### src/obre_ram.sv
// Generic simple dual-port RAM with one write port and one registered read port.
`timescale 1ns / 1ps

module obre_ram #(
  parameter int WIDTH = 8,
  parameter int DEPTH = 16
) (
  input  logic                     clk,
  input  logic                     we,
  input  logic [$clog2(DEPTH)-1:0] waddr,
  input  logic [WIDTH-1:0]         wdata,
  input  logic [$clog2(DEPTH)-1:0] raddr,
  output logic [WIDTH-1:0]         rdata
);

  logic [WIDTH-1:0] mem [DEPTH];

  always_ff @(posedge clk) begin
    if (we) begin
      mem[waddr] <= wdata;
    end
    rdata <= mem[raddr];
  end

endmodule

### config.mk
export PLATFORM = sky130hd
export DESIGN_NAME = obre_ram
export DESIGN_NICKNAME = d
export VERILOG_FILES = /design/src/obre_ram.sv
export SDC_FILE = /design/constraint.sdc
export NUM_CORES = 1
export LEC_CHECK = 0
export BUFFER_PORTS_ARGS = -buffer_cell sky130_fd_sc_hd__buf_4
export CORE_MARGIN = 8
export CORE_UTILIZATION = 60
export CTS_BUF_LIST = sky130_fd_sc_hd__clkbuf_4 sky130_fd_sc_hd__clkbuf_8
export DETAILED_ROUTE_END_ITERATION = 8
export PLACE_DENSITY = 0.82
export SETUP_SLACK_MARGIN = 0.05
export SLEW_MARGIN = 20
export SYNTH_ARGS = -nofsm -noshare
export SYNTH_HDL_FRONTEND = slang
export SYNTH_SLANG_ARGS = --single-unit
### constraint.sdc
create_clock -name clk -period 2.1 [get_ports clk]
set_clock_uncertainty 0.2 [all_clocks]
set_input_delay 0 -clock clk [delete_from_list [all_inputs] [get_ports clk]]
set_output_delay 0 -clock clk [all_outputs]
set_load 0.03 [all_outputs]
==> metrics.txt <==
Rows 33; maximum vdd drop 0.522 mV; Final nets 315; number of setup violations in the final report 0; fmax 539 MHz; CTS tree done; IO Count 26; most common cell in the netlist edfxtp_1; Cells after Synth 229; P_leak 2.08 nW; reg2reg end rdata[0]; Critical Path End mem[4][7]; drt pass-1 iters 4; WL per Instance 22.2 µm; Root Buffer clkbuf_8; Slew headroom 52.5%; clk sink count 136; Die H 109 µm; most used routing layer in global routing met2; YS warnings 0; R2R cell count 3; ant diodes 0; Critical Path Start Type input port; Worst Setup SP waddr[3]; Final Hold Vio Count 0; vias in the first global route 2473; Hold WC Path Type input port to register; Inserted Clock Buffers 17; Clock transition at path regs 0.08 ns; met2 Track Usage GR 27.5%; syn_nets 247; vias per cell 5.96; GR Util met1 21.0%; FF+latch count, synth 136; total gr overflow 0; core box area 0.00826 mm²; crit path capture type register; Worst Path Required 2.02 ns; Synth area leaders edfxtp_1, mux4_2, mux4_1, dfxtp_1, a22oi_1; initial antenna violation count 0; drc violations 0; post-CTS setup buffers 0; met3 usage in global routing 4.19%; RSZ-0062 raised after global routing no; Mean Syn Cell Area 22.5 µm²; minimum clock period 1.86 ns; layout cells sized above 1 30.3%; hpwl dp 5900 µm; max cap viols 0; sequential fraction of the synthesis area 77.8%; # placed instances 367; Post-synth EDFFs 128; worst slew pin tran 0.711 ns; area growth from synthesis to layout 18.3%; Reg-to-Reg Start mem[8][0]; Crit Path Class input port to register; R2R Setup Slk 0.53 ns; gpl congestion 0.718; cell taking the most area after synthesis edfxtp_1; WP data arrival 1.78 ns; port bufs 25; largest net degree at the start of global routing 33; number of DRC markers in iteration 0 147; asr flop ratio synth 0%; Starting Density 62.3%; Final Instance Count excl. Fillers 415; library cells used by synthesis 19; Final Cycle Share 88.4%; Commonest cells post-synth edfxtp_1, mux4_2, a22oi_1, mux4_1, nor2_1; drt total wl 9210 µm; Total GRT Usage 16.8%; Die Wd 109 µm; Setup Total Neg Slack 0 ns; Max Slew Vio Count 0; PD cells 897 mW/mm²; synthesized cell area 0.00515 mm²; DR vias 2473; Post-DRT Antenna Nets 0; H-tree depth 4; CP Max Fanout 8; ys flop type edfxtp_1; clock latency on the worst-skew pair 0.42 ns; first-pass GRT wire length 13900 µm; outcome finished clean; area of the die 0.0118 mm²; Longest Clk Path Bufs 2; power consumption 5.46 mW; top-area cell type share of the netlist area 74.7%
-- repair_timing --
action                                  in CTS  in global routing
endpoints found under the hold margin      192                  0
endpoints found under the setup margin       0                  0
resized for setup                            0                  0
hold buffers                                16                  0
-- power breakdown --
part / switching [mW] / total, mW / internal, mW
registers: 0.0211 / 3.05 / 3.03
logic: 0.186 / 0.343 / 0.157
clock network: 0.955 / 2.07 / 1.11
total: 1.16 / 5.46 / 4.30
-- layout by cell type, fill, tap and decap left out, drive strengths merged --
master and n:
nand2b 2, edfxtp 128, or3b 1, nor2b 1, bufinv 2, clkinv 5, nor2 13, clkbuf 19
dfxtp 8, and2 1, nand3 1, mux4 32, buf 43, dlygate4sd3 16, a22oi 16, inv 3
nor3 4, clkinvlp 3, nand3b 2, nand2 9, and2b 1
-- worst max-delay path, cell delays in order --
cell           delay (ns)
dlygate4sd3_1        0.54
buf_4                0.14
nand3b_1             0.21
nor3_1               0.15
dlygate4sd3_1        0.56
buf_4                0.17
-- worst min-delay path by stage --
stage                  start         end  slack (ns)  depth (start not counted)
floorplan           wdata[0]   mem[0][0]       -0.10                          0
CTS                 raddr[1]    rdata[0]        0.01                          4
detailed placement  wdata[7]  mem[12][7]        0.11                          1
global route        raddr[1]    rdata[7]        0.03                          4
global placement    wdata[2]  mem[14][2]        0.10                          1
finish              raddr[1]    rdata[0]        0.04                          4
-- cells by family after synthesis --
| family | share of synthesized area [%] |
|---|---|
| mux | 15.0 |
| buf+inv | 1.68 |
| compound gates | 2.33 |
| flops | 77.8 |
| simple gates | 3.18 |
-- cell type report --
class,count,area (µm²)
Clock buffer,19,255
Multi-Input combinational cell,83,1060
Clock inverter,13,145
Fill cell,468,2170
Timing Repair Buffer,59,495
Sequential cell,136,4000
Tap cell,105,131
-- sequential cells by signal, summed over array words and instances, names as in the netlist --
name	count
mem	128
rdata	8
-- per-stage QoR --
stage / hold WS [ns] / setup WS [ns] / util (%) / instance area, µm²
2_1_floorplan: -0.101 / 0.407 / - / 5150
3_3_place_gp: 0.101 / 0.399 / 66.9 / 5530
3_5_place_dp: 0.110 / 0.389 / 66.9 / 5530
4_1_cts: 0.0136 / 0.272 / 73.7 / 6090
5_1_grt: 0.0326 / 0.180 / 73.7 / 6090
6_report: 0.0404 / 0.244 / 73.7 / 6090
-- metal layers --
layer  vias up  part of all wire, %
met1      1282                   41
li1       1109                    -
met5         -                    0
met4         0                 0.97
met3         6                  5.7
met2        76                   52
No activity file was read; power rests on OpenSTA's default activity.
